### src/rtl/core/dmpwm_pkg.sv
// ----------------------------------------------------------------------------
// dmpwm_pkg: shared types and constants of the dual motor PWM block
// Command codes, bridge codes, register indexes, reset values and the
// control and status groups between the controller and the datapath.
// ----------------------------------------------------------------------------
package dmpwm_pkg;

  // Command bytes (ASCII).
  localparam logic [7:0] CMD_FWD   = 8'h71;  // 'q'
  localparam logic [7:0] CMD_REV   = 8'h68;  // 'h'
  localparam logic [7:0] CMD_LEFT  = 8'h7A;  // 'z'
  localparam logic [7:0] CMD_RIGHT = 8'h79;  // 'y'
  localparam logic [7:0] CMD_STOP  = 8'h74;  // 't'
  localparam logic [7:0] CMD_FAST  = 8'h39;  // '9'
  localparam logic [7:0] CMD_SLOW  = 8'h35;  // '5'

  // Bridge bit codes.
  localparam logic [1:0] DIR_OFF = 2'd0;
  localparam logic [1:0] DIR_REV = 2'd1;
  localparam logic [1:0] DIR_FWD = 2'd2;

  // Configuration register indexes.
  localparam int CFG_INDEX_W = 3;
  localparam int CFG_DATA_W  = 16;
  localparam logic [CFG_INDEX_W-1:0] REG_PWM_PERIOD   = 3'd0;
  localparam logic [CFG_INDEX_W-1:0] REG_WINDOW_TICKS = 3'd1;
  localparam logic [CFG_INDEX_W-1:0] REG_SPEED_NUM    = 3'd2;
  localparam logic [CFG_INDEX_W-1:0] REG_SPEED_DIV    = 3'd3;
  localparam logic [CFG_INDEX_W-1:0] REG_FAST_LEVEL   = 3'd4;
  localparam logic [CFG_INDEX_W-1:0] REG_SLOW_LEVEL   = 3'd5;

  // Reset values of the registers.
  localparam logic [7:0]  RST_PWM_PERIOD   = 8'd100;
  localparam logic [15:0] RST_WINDOW_TICKS = 16'd25000;
  localparam logic [7:0]  RST_SPEED_NUM    = 8'd30;
  localparam logic [15:0] RST_SPEED_DIV    = 16'd561;
  localparam logic [7:0]  RST_FAST_LEVEL   = 8'd90;
  localparam logic [7:0]  RST_SLOW_LEVEL   = 8'd50;

  typedef enum logic {
    ST_IDLE,
    ST_DIV
  } dmpwm_state_t;

  typedef struct packed {
    logic accept;      // take the presented item this cycle
    logic div_step;    // advance the speed dividers by one bit
    logic div_finish;  // last divider step, write back the speeds
  } dmpwm_cmd_t;

  typedef struct packed {
    logic win_end;     // the presented item closes a measurement window
    logic div_last;    // the dividers are on their final bit
  } dmpwm_status_t;

endpackage

### src/rtl/core/dmpwm_ctrl.sv
// ----------------------------------------------------------------------------
// dmpwm_ctrl: handshake and sequencing controller
// Accepts ticks, owns the result valid flag and runs the divider phase that
// follows a tick which closes a measurement window.
// ----------------------------------------------------------------------------
module dmpwm_ctrl
  import dmpwm_pkg::*;
(
  input  logic          clk,
  input  logic          rst,
  input  logic          in_valid,
  output logic          in_ready,
  output logic          out_valid,
  input  logic          out_ready,
  input  dmpwm_status_t status,
  output dmpwm_cmd_t    cmd
);

  dmpwm_state_t state, state_next;
  logic         out_valid_next;
  logic         slot_free;
  logic         accept;

  assign slot_free = !out_valid || out_ready;
  assign in_ready  = (state == ST_IDLE) && slot_free;
  assign accept    = in_valid && in_ready;

  always_comb begin
    state_next = state;
    case (state)
      ST_IDLE: begin
        if (accept && status.win_end) begin
          state_next = ST_DIV;
        end
      end
      ST_DIV: begin
        if (status.div_last) begin
          state_next = ST_IDLE;
        end
      end
      default: state_next = ST_IDLE;
    endcase
  end

  always_comb begin
    cmd.accept     = accept;
    cmd.div_step   = (state == ST_DIV);
    cmd.div_finish = (state == ST_DIV) && status.div_last;
    if (accept) begin
      // A window tick holds its result back until the speeds are ready.
      out_valid_next = !status.win_end;
    end else if (cmd.div_finish) begin
      out_valid_next = 1'b1;
    end else if (out_ready) begin
      out_valid_next = 1'b0;
    end else begin
      out_valid_next = out_valid;
    end
  end

  always_ff @(posedge clk) begin
    if (rst) begin
      state     <= ST_IDLE;
      out_valid <= 1'b0;
    end else begin
      state     <= state_next;
      out_valid <= out_valid_next;
    end
  end

endmodule

### src/rtl/core/dmpwm_datapath.sv
// ----------------------------------------------------------------------------
// dmpwm_datapath: registers, counters, PWM compare and speed dividers
// Holds the configuration, the per-tick state and two bit-serial restoring
// dividers that turn the scaled pulse counts into speeds.
// ----------------------------------------------------------------------------
module dmpwm_datapath
  import dmpwm_pkg::*;
#(
  parameter int COUNT_WIDTH = 16
)
(
  input  logic                   clk,
  input  logic                   rst,
  input  dmpwm_cmd_t             cmd,
  output dmpwm_status_t          status,
  input  logic                   cfg_we,
  input  logic [CFG_INDEX_W-1:0] cfg_index,
  input  logic [CFG_DATA_W-1:0]  cfg_data,
  input  logic                   pulse_a,
  input  logic                   pulse_b,
  input  logic                   cmd_valid,
  input  logic [7:0]             cmd_byte,
  output logic                   pwm_left,
  output logic                   pwm_right,
  output logic [1:0]             dir_left,
  output logic [1:0]             dir_right,
  output logic [15:0]            speed_left,
  output logic [15:0]            speed_right,
  output logic                   speed_update
);

  localparam int PW = COUNT_WIDTH + 8;   // width of count times numerator
  localparam int BW = $clog2(PW);

  // Configuration.
  logic [7:0]  pwm_period;
  logic [15:0] window_ticks;
  logic [7:0]  speed_numerator;
  logic [15:0] speed_divisor;
  logic [7:0]  fast_level;
  logic [7:0]  slow_level;

  // Tick state.
  logic [7:0]             tick_count;
  logic [15:0]            window_count;
  logic [COUNT_WIDTH-1:0] pulses_left, pulses_right;
  logic [7:0]             speed_level, duty_left, duty_right;

  // Divider state.
  logic [PW-1:0] quo_left, quo_right;
  logic [16:0]   rem_left, rem_right;
  logic [BW-1:0] bit_count;

  // Next values.
  logic [7:0]             speed_level_next, duty_left_next, duty_right_next;
  logic [1:0]             dir_left_next, dir_right_next;
  logic [8:0]             tick_inc;
  logic [16:0]            window_inc;
  logic [COUNT_WIDTH-1:0] pulses_left_next, pulses_right_next;
  logic [PW-1:0]          prod_left, prod_right;
  logic [16:0]            divisor_eff;
  logic [PW+16:0]         step_left, step_right;
  logic [PW-1:0]          quo_left_next, quo_right_next;

  function automatic logic [PW+16:0] div_bit(input logic [16:0]   rem,
                                              input logic [PW-1:0] quo,
                                              input logic [16:0]   dvs);
    logic [16:0] shifted;
    shifted = {rem[15:0], quo[PW-1]};
    if (shifted >= dvs) begin
      div_bit = {shifted - dvs, quo[PW-2:0], 1'b1};
    end else begin
      div_bit = {shifted, quo[PW-2:0], 1'b0};
    end
  endfunction

  function automatic logic [15:0] sat16(input logic [PW-1:0] q);
    sat16 = (q > PW'(16'hFFFF)) ? 16'hFFFF : q[15:0];
  endfunction

  // Command decode; direction commands use the level held before this tick.
  always_comb begin
    logic       drive;
    logic [1:0] dl, dr;
    drive            = 1'b0;
    dl               = DIR_OFF;
    dr               = DIR_OFF;
    speed_level_next = speed_level;
    duty_left_next   = duty_left;
    duty_right_next  = duty_right;
    dir_left_next    = dir_left;
    dir_right_next   = dir_right;
    if (cmd_valid) begin
      case (cmd_byte)
        CMD_FWD:   begin drive = 1'b1; dl = DIR_FWD; dr = DIR_FWD; end
        CMD_REV:   begin drive = 1'b1; dl = DIR_REV; dr = DIR_REV; end
        CMD_LEFT:  begin drive = 1'b1; dl = DIR_REV; dr = DIR_FWD; end
        CMD_RIGHT: begin drive = 1'b1; dl = DIR_FWD; dr = DIR_REV; end
        CMD_STOP: begin
          dir_left_next   = DIR_OFF;
          dir_right_next  = DIR_OFF;
          duty_left_next  = 8'd0;
          duty_right_next = 8'd0;
        end
        CMD_FAST: speed_level_next = fast_level;
        CMD_SLOW: speed_level_next = slow_level;
        default: ;
      endcase
    end
    if (drive) begin
      dir_left_next   = (speed_level == 8'd0) ? DIR_OFF : dl;
      dir_right_next  = (speed_level == 8'd0) ? DIR_OFF : dr;
      duty_left_next  = speed_level;
      duty_right_next = speed_level;
    end
  end

  assign tick_inc       = {1'b0, tick_count} + 9'd1;
  assign window_inc     = {1'b0, window_count} + 17'd1;
  assign status.win_end = window_inc >= {1'b0, window_ticks};
  assign status.div_last = (bit_count == '0);

  assign pulses_left_next  = pulses_left + COUNT_WIDTH'(pulse_a && (pulses_left != '1));
  assign pulses_right_next = pulses_right + COUNT_WIDTH'(pulse_b && (pulses_right != '1));

  assign prod_left  = PW'(pulses_left_next) * PW'(speed_numerator);
  assign prod_right = PW'(pulses_right_next) * PW'(speed_numerator);

  assign divisor_eff = {1'b0, (speed_divisor == 16'd0) ? 16'd1 : speed_divisor};
  assign step_left   = div_bit(rem_left, quo_left, divisor_eff);
  assign step_right  = div_bit(rem_right, quo_right, divisor_eff);
  assign quo_left_next  = step_left[PW-1:0];
  assign quo_right_next = step_right[PW-1:0];

  always_ff @(posedge clk) begin
    if (rst) begin
      pwm_period      <= RST_PWM_PERIOD;
      window_ticks    <= RST_WINDOW_TICKS;
      speed_numerator <= RST_SPEED_NUM;
      speed_divisor   <= RST_SPEED_DIV;
      fast_level      <= RST_FAST_LEVEL;
      slow_level      <= RST_SLOW_LEVEL;
    end else if (cfg_we) begin
      case (cfg_index)
        REG_PWM_PERIOD:   pwm_period      <= cfg_data[7:0];
        REG_WINDOW_TICKS: window_ticks    <= cfg_data;
        REG_SPEED_NUM:    speed_numerator <= cfg_data[7:0];
        REG_SPEED_DIV:    speed_divisor   <= cfg_data;
        REG_FAST_LEVEL:   fast_level      <= cfg_data[7:0];
        REG_SLOW_LEVEL:   slow_level      <= cfg_data[7:0];
        default: ;
      endcase
    end
  end

  always_ff @(posedge clk) begin
    if (rst) begin
      tick_count   <= 8'd0;
      window_count <= 16'd0;
      pulses_left  <= '0;
      pulses_right <= '0;
      speed_level  <= RST_SLOW_LEVEL;
      duty_left    <= 8'd0;
      duty_right   <= 8'd0;
      dir_left     <= DIR_OFF;
      dir_right    <= DIR_OFF;
      speed_left   <= 16'd0;
      speed_right  <= 16'd0;
    end else begin
      if (cmd.accept) begin
        speed_level  <= speed_level_next;
        duty_left    <= duty_left_next;
        duty_right   <= duty_right_next;
        dir_left     <= dir_left_next;
        dir_right    <= dir_right_next;
        tick_count   <= (tick_inc >= {1'b0, pwm_period}) ? 8'd0 : tick_inc[7:0];
        if (status.win_end) begin
          window_count <= 16'd0;
          pulses_left  <= '0;
          pulses_right <= '0;
        end else begin
          window_count <= window_inc[15:0];
          pulses_left  <= pulses_left_next;
          pulses_right <= pulses_right_next;
        end
      end
      if (cmd.div_finish) begin
        speed_left  <= sat16(quo_left_next);
        speed_right <= sat16(quo_right_next);
      end
    end
  end

  // Result payload and divider registers.
  always_ff @(posedge clk) begin
    if (cmd.accept) begin
      pwm_left     <= tick_count < duty_left_next;
      pwm_right    <= tick_count < duty_right_next;
      speed_update <= status.win_end;
      quo_left     <= prod_left;
      quo_right    <= prod_right;
      rem_left     <= 17'd0;
      rem_right    <= 17'd0;
      bit_count    <= BW'(PW - 1);
    end else if (cmd.div_step) begin
      quo_left  <= quo_left_next;
      quo_right <= quo_right_next;
      rem_left  <= step_left[PW+16:PW];
      rem_right <= step_right[PW+16:PW];
      bit_count <= bit_count - BW'(1);
    end
  end

endmodule

### src/rtl/core/dual_motor_pwm_with_encoder_speed.sv
// ----------------------------------------------------------------------------
// dual_motor_pwm_with_encoder_speed: two H-bridge PWM channels with speed
// Drives two motor bridges from command bytes and measures encoder speed.
// ----------------------------------------------------------------------------
// Usage. Every input item is one timer tick carrying the encoder pulses of
// both motors and an optional command byte. Each accepted item yields exactly
// one result item: the PWM levels and bridge bits for that tick, the latest
// speeds and a flag that marks a fresh speed measurement.
// Handshake. An ordinary tick shows its result in the cycle after it is
// accepted, and a new tick is taken every cycle while the receiver keeps up.
// A tick that closes a measurement window starts two bit-serial restoring
// dividers, one quotient bit per cycle over COUNT_WIDTH + 8 bits, and no
// item is taken until its result appears.
// The result sits in an output register, so a new tick is taken in the same
// cycle the waiting result is collected. When the receiver stalls, the result
// holds and in_ready stays low until it is taken.
// Reset (synchronous, active high) loads the register defaults, stops both
// bridges and clears counters and speeds. Configuration writes through
// cfg_we/cfg_index/cfg_data take effect at once; indexes past the last
// register are ignored.
// ----------------------------------------------------------------------------
module dual_motor_pwm_with_encoder_speed
  import dmpwm_pkg::*;
#(
  parameter int COUNT_WIDTH = 16
)
(
  input  logic                   clk,
  input  logic                   rst,
  input  logic                   cfg_we,
  input  logic [CFG_INDEX_W-1:0] cfg_index,
  input  logic [CFG_DATA_W-1:0]  cfg_data,
  input  logic                   in_valid,
  output logic                   in_ready,
  input  logic                   pulse_a,
  input  logic                   pulse_b,
  input  logic                   cmd_valid,
  input  logic [7:0]             cmd_byte,
  output logic                   out_valid,
  input  logic                   out_ready,
  output logic                   pwm_left,
  output logic                   pwm_right,
  output logic [1:0]             dir_left,
  output logic [1:0]             dir_right,
  output logic [15:0]            speed_left,
  output logic [15:0]            speed_right,
  output logic                   speed_update
);

  dmpwm_cmd_t    cmd;
  dmpwm_status_t status;

  // The controller paces the handshakes and the divider phase.
  dmpwm_ctrl u_ctrl (
    .clk       (clk),
    .rst       (rst),
    .in_valid  (in_valid),
    .in_ready  (in_ready),
    .out_valid (out_valid),
    .out_ready (out_ready),
    .status    (status),
    .cmd       (cmd)
  );

  // The datapath holds all state; the bridge bits and speeds are its state
  // registers, which change only when a new result is being produced.
  dmpwm_datapath #(
    .COUNT_WIDTH (COUNT_WIDTH)
  ) u_datapath (
    .clk          (clk),
    .rst          (rst),
    .cmd          (cmd),
    .status       (status),
    .cfg_we       (cfg_we),
    .cfg_index    (cfg_index),
    .cfg_data     (cfg_data),
    .pulse_a      (pulse_a),
    .pulse_b      (pulse_b),
    .cmd_valid    (cmd_valid),
    .cmd_byte     (cmd_byte),
    .pwm_left     (pwm_left),
    .pwm_right    (pwm_right),
    .dir_left     (dir_left),
    .dir_right    (dir_right),
    .speed_left   (speed_left),
    .speed_right  (speed_right),
    .speed_update (speed_update)
  );

endmodule

### config.mk
export PLATFORM = sky130hd
export DESIGN_NAME = dual_motor_pwm_with_encoder_speed
export DESIGN_NICKNAME = d
export VERILOG_FILES = /design/src/rtl/core/dmpwm_pkg.sv /design/src/rtl/core/dmpwm_ctrl.sv /design/src/rtl/core/dmpwm_datapath.sv /design/src/rtl/core/dual_motor_pwm_with_encoder_speed.sv
export SDC_FILE = /design/constraint.sdc
export NUM_CORES = 1
export LEC_CHECK = 0
export ABC_AREA = 1
export BUFFER_PORTS_ARGS = -buffer_cell sky130_fd_sc_hd__clkbuf_2
export CAP_MARGIN = 15
export CORE_ASPECT_RATIO = 1.75
export CORE_MARGIN = 2
export CORE_UTILIZATION = 35
export DETAILED_ROUTE_END_ITERATION = 8
export SLEW_MARGIN = 20
export SYNTH_ARGS = -nofsm -noshare
export SYNTH_HDL_FRONTEND = slang
export SYNTH_SLANG_ARGS = --single-unit
### constraint.sdc
create_clock -name clk -period 6.54 [get_ports clk]
set_input_delay 0.654 -clock clk [delete_from_list [all_inputs] [get_ports clk]]
set_output_delay 0.654 -clock clk [all_outputs]
set_load 0.005 [all_outputs]
==> results.yml, run 1 <==
global_route:
  track_usage_pct: 19.6
  grt_pass1_wl_um: 104000
  grt_overflow_total: 0
  grtUsageMet1_pct: 19.8
  gr-max-usage-layer: "met2"
  antenna_found_initial: 0
  use_met3_pct: 1.53
  met2_usage_pct: 38.8
  first_global_vias: 20100
  grt_max_degree: 81
floorplan:
  die_w_um: 196
  row_count: 123
  dieArea_um2: 66600
  core-area_um2: 64000
  initial_utilization_pct: 35.2
  io_pins: 76
  die_y_um: 340
yosys:
  synth_edf_count: 51
  synthTopCellsByArea: "dfxtp_1 (19%), fa_1 (15%), nand2_1 (9.4%)"
  ys_ff_latch: 270
  synth_top_area_cell: "dfxtp_1"
  synth_warnings: 0
  synth.top_cell.area_share_pct: 19.4
  synth.distinct_cells: 63
  synth_common_cells: "nand2_1 (562), inv_1 (460), nor2_1 (326)"
  synthFlopType: "dfxtp_1"
  ys_seq_area_share_pct: 26.2
  synthArstFlopShare_pct: 0
  synth_area_um2: 22600
  avgSynthCellArea_um2: 7.61
  yosysMostFrequentCell: "nand2_1"
  netlist_instances: 2966
  syn-num-nets: 3336
place:
  place.gp.congestion: 0.880
  port_buffers: 75
  hpwlAfterDp_um: 50300
  dp_slack_ns: 0.0687
  dp.cells: 3804
drt:
  firstDrtPassIters: 7
  wire_per_inst_um: 17.0
  drc: 0
  ant_nets: 0
  route.vias.total: 19800
  drt-initial-drc-count: 993
  totalWireLength_um: 65500
  vias_per_cell: 5.13
timing:
  skew_ns: 0.0280
  setup_viol: 0
  worstMarginPinSlew_ns: 1.09
  finalSetupTns_ns: 0
  hold_viol: 0
  drv_slew: 0
  slew_headroom_pct: 27.2
  finalCriticalPeriod_ns: 6.11
  period_share_pct: 93.4
  fmax_mhz: 164
  fin_hold_ws_ns: 0.336
  setup_ws_ns: 0.435
setup_path:
  cp.arrival_ns: 6.43
  crit_start: "u_datapath.pulses_left[6]$_SDFFE_PP0P_"
  endpoint_kind: "flip-flop"
  rr_startpoint: "u_datapath.pulses_left[6]$_SDFFE_PP0P_"
  cp_max_fo: 4
  worstSetupPathType: "reg -> reg"
  critPathRequiredTime_ns: 6.87
  cp-start-kind: "flip-flop"
cts:
  clkTransAtPathRegs_ns: 0.08
  insertion_delay_ns: 0.61
  htreeDepth: 1
  cts.path.max_buffers: 3
  tritoncts: "built"
  cts-root-buf: "clkbuf_16"
  numCtsBuffers: 29
  numClockSinks: 270
power_and_ir_drop:
  power_density_nw_per_um2: 159
  ir_drop_mv: 0.184
  leakagePower_uw: 0.0124
min_path:
  min_from: "cfg_data[9]"
  hp-class: "in -> reg"
outcome:
  status: "finished, final reports clean"
layout:
  drive_gt1_share_pct: 10.3
  layout.nets: 3394
  area_growth_pct: 10.7
  instances_no_fill: 3856
  antenna_cells: 0
flow_run:
  drv_cap: 0
-- critical path: stages, from the launching register on --
cell and delay, ns:
dfxtp_1 0.36, nand2_1 0.10, inv_2 0.09, nand3_2 0.08
nor3_1 0.18, a21boi_0 0.13, ha_1 0.21, ha_1 0.22
or2_2 0.28, nand2_1 0.11, inv_1 0.11, nand2_1 0.09
fa_1 0.43, fa_1 0.54, inv_1 0.06, fa_1 0.53
inv_1 0.08, fa_1 0.54, inv_1 0.04, ha_1 0.36
a21oi_1 0.25, o21ai_1 0.13, nor2_2 0.18, o21ai_1 0.14
a21oi_1 0.22, xor2_1 0.27, o21ai_1 0.09
-- placed cells by master (no fill, tap or decap), drive strengths merged, types with 18 or more instances in the layout --
cell type  instances
nand2            574
inv              475
nor2             337
dfxtp            219
a21oi            218
o21ai            174
fa               170
ha               165
nand3            117
clkbuf           112
nand4             69
buf               59
edfxtp            51
xor2              51
nor3              32
xnor2             31
o211ai            23
nand3b            20
nor4              18
-- cells by family (layout without fill, tap and decap cells) --
| group | Yosys count | in the layout | share of synthesized area [%] |
|---|---|---|---|
| flip-flops | 270 | 270 | 26.2 |
| XOR/XNOR | 82 | 82 | 3.32 |
| adder cells (fa/ha/maj) | 335 | 335 | 24.2 |
| buffers and inverters | 591 | 669 | 10.4 |
| AO/OA/AOI/OAI | 506 | 506 | 12.8 |
| AND/OR/NAND/NOR | 1182 | 1182 | 23.0 |
-- layer usage --
layer,vias to the layer above,part of all wire (%)
li1,9695,-
met1,9467,35
met2,425,56
met3,196,3.0
met4,0,6.0
met5,-,0
-- what timing repair did --
| action | 4_1_cts | 5_1_grt |
|---|---|---|
| hold buffers | 0 | 0 |
| setup buffers | 0 | 1 |
| setup endpoints to repair | 0 | 20 |
| resized for setup | 0 | 42 |
| endpoints found under the hold margin | 0 | 0 |
-- sequential cells by signal (all words and copies together), names as in the netlist, 5 cells and up --
signal and flops:
u_datapath.quo_left 24, u_datapath.quo_right 24, u_datapath.pulses_left 16, u_datapath.pulses_right 16, u_datapath.rem_left 16, u_datapath.rem_right 16, u_datapath.speed_divisor 16, u_datapath.speed_left 16
u_datapath.speed_right 16, u_datapath.window_count 16, u_datapath.window_ticks 16, u_datapath.duty_left 8, u_datapath.duty_right 8, u_datapath.fast_level 8, u_datapath.pwm_period 8, u_datapath.slow_level 8
u_datapath.speed_level 8, u_datapath.speed_numerator 8, u_datapath.tick_count 8, u_datapath.bit_count 5
-- through the flow --
step	area (um^2)	utilization (%)	power, uW
final	25000	39.0	3970
after global routing	25000	39.0	4150
after CTS	24900	38.9	4040
after detailed placement	23900	37.3	2240
after global placement	23900	37.3	2240
after floorplan	22600	-	2090
-- final cells by class --
class                      instances  area [um^2]
inverter                         484         1820
clock buffer                      37          807
multi-input combinational       2105        14400
clock inverter                    14          185
sequential                       270         5930
tap                              812         1020
timing repair buffer             134          818
fill                            6724        39000
-- path summary, 6_finish.rpt --
kind,end,slack (ns),cells past startpoint
worst max-delay path,u_datapath.quo_left[14]$_DFFE_PP_,0.43,26
worst min-delay path,u_datapath.speed_divisor[9]$_SDFFE_PP1P_,0.34,3
worst max register to register,u_datapath.quo_left[14]$_DFFE_PP_,0.43,26
worst min register to register,u_datapath.fast_level[4]$_SDFFE_PP1P_,0.46,2
-- where the power goes --
group          switching, uW  internal [uW]  total, uW
combinational            289            127        416
sequential              29.1           1760       1790
clock                    741           1030       1770
(Power assumes the default switching activity.)
==> run 2: changes to the inputs <==
--- a/config.mk
+++ b/config.mk
@@ -6,11 +6,12 @@
 export NUM_CORES = 1
 export LEC_CHECK = 0
 export ABC_AREA = 1
-export BUFFER_PORTS_ARGS = -buffer_cell sky130_fd_sc_hd__clkbuf_2
+export BUFFER_PORTS_ARGS = -buffer_cell sky130_fd_sc_hd__buf_2
 export CAP_MARGIN = 15
 export CORE_ASPECT_RATIO = 1.75
 export CORE_MARGIN = 2
 export CORE_UTILIZATION = 35
+export CTS_BUF_LIST = sky130_fd_sc_hd__clkbuf_8
 export DETAILED_ROUTE_END_ITERATION = 8
 export SLEW_MARGIN = 20
 export SYNTH_ARGS = -nofsm -noshare
==> results.yml, run 2 (synthesis gave the netlist of run 1 again) <==
timing:
  finalCriticalPeriod_ns: 6.19
  rsz0062_at_grt: "true"
  period_share_pct: 94.7
  drv_slew: 0
  skew_ns: 0.0394
  hold_viol: 0
  slew_headroom_pct: 30.2
  fmax_mhz: 161
  setup_viol: 0
  setup_ws_ns: 0.346
  worstMarginPinSlew_ns: 1.05
global_route:
  first_global_vias: 20200
  antenna_found_initial: 2
  grt_pass1_wl_um: 104000
  track_usage_pct: 19.6
  grt_overflow_total: 0
  grt_max_degree: 74
drt:
  firstDrtPassIters: 5
  route.vias.total: 19900
  drc: 0
  drt-initial-drc-count: 973
  totalWireLength_um: 65100
  wire_per_inst_um: 16.8
  ant_nets: 0
  vias_per_cell: 5.12
place:
  hpwlAfterDp_um: 49900
  place.gp.congestion: 0.903
  dp_slack_ns: 0.0859
  dp.cells: 3801
  port_buffers: 75
  placed_cell_area_um2: 23900
layout:
  instances_no_fill: 3882
  design_area_um2: 25000
  final_common_cell: "nand2_1"
  seq_area_um2: 5920
  layout.nets: 3407
  top_regs: "u_datapath.quo_left x24, u_datapath.quo_right x24"
  drive_gt1_share_pct: 10.8
  multi_input_area_um2: 14400
  final_cell_mix: "nand2_1 (559), inv_1 (463), nor2_1 (321), dfxtp_1 (215), a21oi_1 (208)"
  num-fill-cells: 6757
  area_growth_pct: 10.7
min_path:
  min_to: "u_datapath.speed_divisor[9]$_SDFFE_PP1P_"
  min_path_cells: 3
  min_from: "cfg_data[9]"
  hp-class: "in -> reg"
setup_path:
  critPathMaxStageDelay_ns: 0.56
  rr_endpoint: "u_datapath.quo_right[16]$_DFFE_PP_"
  cp_max_fo: 5
  cp_slowest_cell: "fa_1"
  rr_worst_depth: 25
  rr_startpoint: "u_datapath.pulses_right[11]$_SDFFE_PP0P_"
  worstSetupPathType: "reg -> reg"
  reg2reg_setup_slack_ns: 0.35
  cp-start-kind: "flip-flop"
  critPathRequiredTime_ns: 6.87
  endpoint_kind: "flip-flop"
  cp.arrival_ns: 6.53
floorplan:
  dieArea_um2: 66600
  initial_utilization_pct: 35.2
  io_pins: 76
  die_y_um: 340
  row_count: 123
  core-area_um2: 64000
  die_w_um: 196
cts:
  htreeDepth: 2
  cts-root-buf: "clkbuf_8"
  insertion_delay_ns: 0.64
  numCtsBuffers: 45
  numClockSinks: 270
  cts.path.max_buffers: 3
  cts_hold_buf: 0
  tritoncts: "built"
  clkTransAtPathRegs_ns: 0.07
outcome:
  status: "finished, final reports clean"
flow_run:
  drv_cap: 0
power_and_ir_drop:
  ir_drop_mv: 0.112
  leakagePower_uw: 0.0125
  power_density_nw_per_um2: 157
  finalPower_uw: 3910
==> run 2: cell count changes in the layout (fill, tap and decap cells not counted), sizes merged <==
cell / previous run / this run
buf: 59 / 131
bufinv: 4 / 5
clkbuf: 112 / 52
clkinv: 17 / 18
clkinvlp: 2 / 1
diode: 0 / 1
inv: 475 / 487
==> run 2: stage by stage <==
| step | TNS [ns] | util, % | hold slack (ns) |
|---|---|---|---|
| after floorplan | 0 | - | 0.429 |
| after global placement | 0 | 37.3 | 0.440 |
| after detailed placement | 0 | 37.3 | 0.444 |
| after CTS | 0 | 38.8 | 0.246 |
| after global routing | -0.592 | 39.0 | 0.277 |
| final | 0 | 39.0 | 0.278 |
==> run 2: area by class of cell <==
cell class                      count  area share [%]
Multi-Input combinational cell   2105            57.8
Timing Repair Buffer              131            3.19
Sequential cell                   270            23.7
Inverter                          484            7.28
Clock inverter                     27            1.12
Clock buffer                       52            2.86
Tap cell                          812            4.07
Antenna cell                        1          0.0100
==> run 2: critical path: cells and delay by family, from the launching register on <==
kind                     cells  cell delay (ns)
flip-flops                   1             0.38
buffers and inverters        3             0.34
AND/OR/NAND/NOR              8             0.97
XOR/XNOR                     2             0.63
adder cells (fa/ha/maj)      6             2.67
AO/OA/AOI/OAI                6             0.91
==> run 2: per-layer routing <==
layer | part of all wire, % | track usage, % | routed length, um
met1 | 36 | 19.6 | 23200
met2 | 55 | 38.3 | 35700
met3 | 3.3 | 2.14 | 2150
met4 | 6.3 | 11.6 | 4100
met5 | 0 | 0 | 0
==> run 2: how the worst max path moves through the flow <==
| stage | from | to | slack [ns] | cells after the start |
|---|---|---|---|---|
| global route | u_datapath.pulses_right[11]$_SDFFE_PP0P_ | u_datapath.quo_right[20]$_DFFE_PP_ | -0.11 | 30 |
| floorplan | u_datapath.pulses_right[6]$_SDFFE_PP0P_ | u_datapath.quo_right[21]$_DFFE_PP_ | 0.69 | 29 |
| finish | u_datapath.pulses_right[11]$_SDFFE_PP0P_ | u_datapath.quo_right[16]$_DFFE_PP_ | 0.35 | 25 |
| CTS | u_datapath.pulses_right[6]$_SDFFE_PP0P_ | u_datapath.quo_right[16]$_DFFE_PP_ | 0.04 | 28 |
| detailed placement | u_datapath.pulses_right[6]$_SDFFE_PP0P_ | u_datapath.quo_right[16]$_DFFE_PP_ | 0.09 | 28 |
| global placement | u_datapath.pulses_right[6]$_SDFFE_PP0P_ | u_datapath.quo_right[16]$_DFFE_PP_ | 0.18 | 26 |
==> run 2: where the power goes <==
group / internal, uW / switching, uW / total [uW]
registers: 1760 / 28.7 / 1790
clock network: 938 / 772 / 1710
logic: 126 / 288 / 415
total: 2820 / 1090 / 3910
==> run 2: timing repair <==
action | 4_1_cts | 5_1_grt
gates resized for setup | 0 | 35
setup endpoints to repair | 0 | 17
buffers inserted | 0 | 1
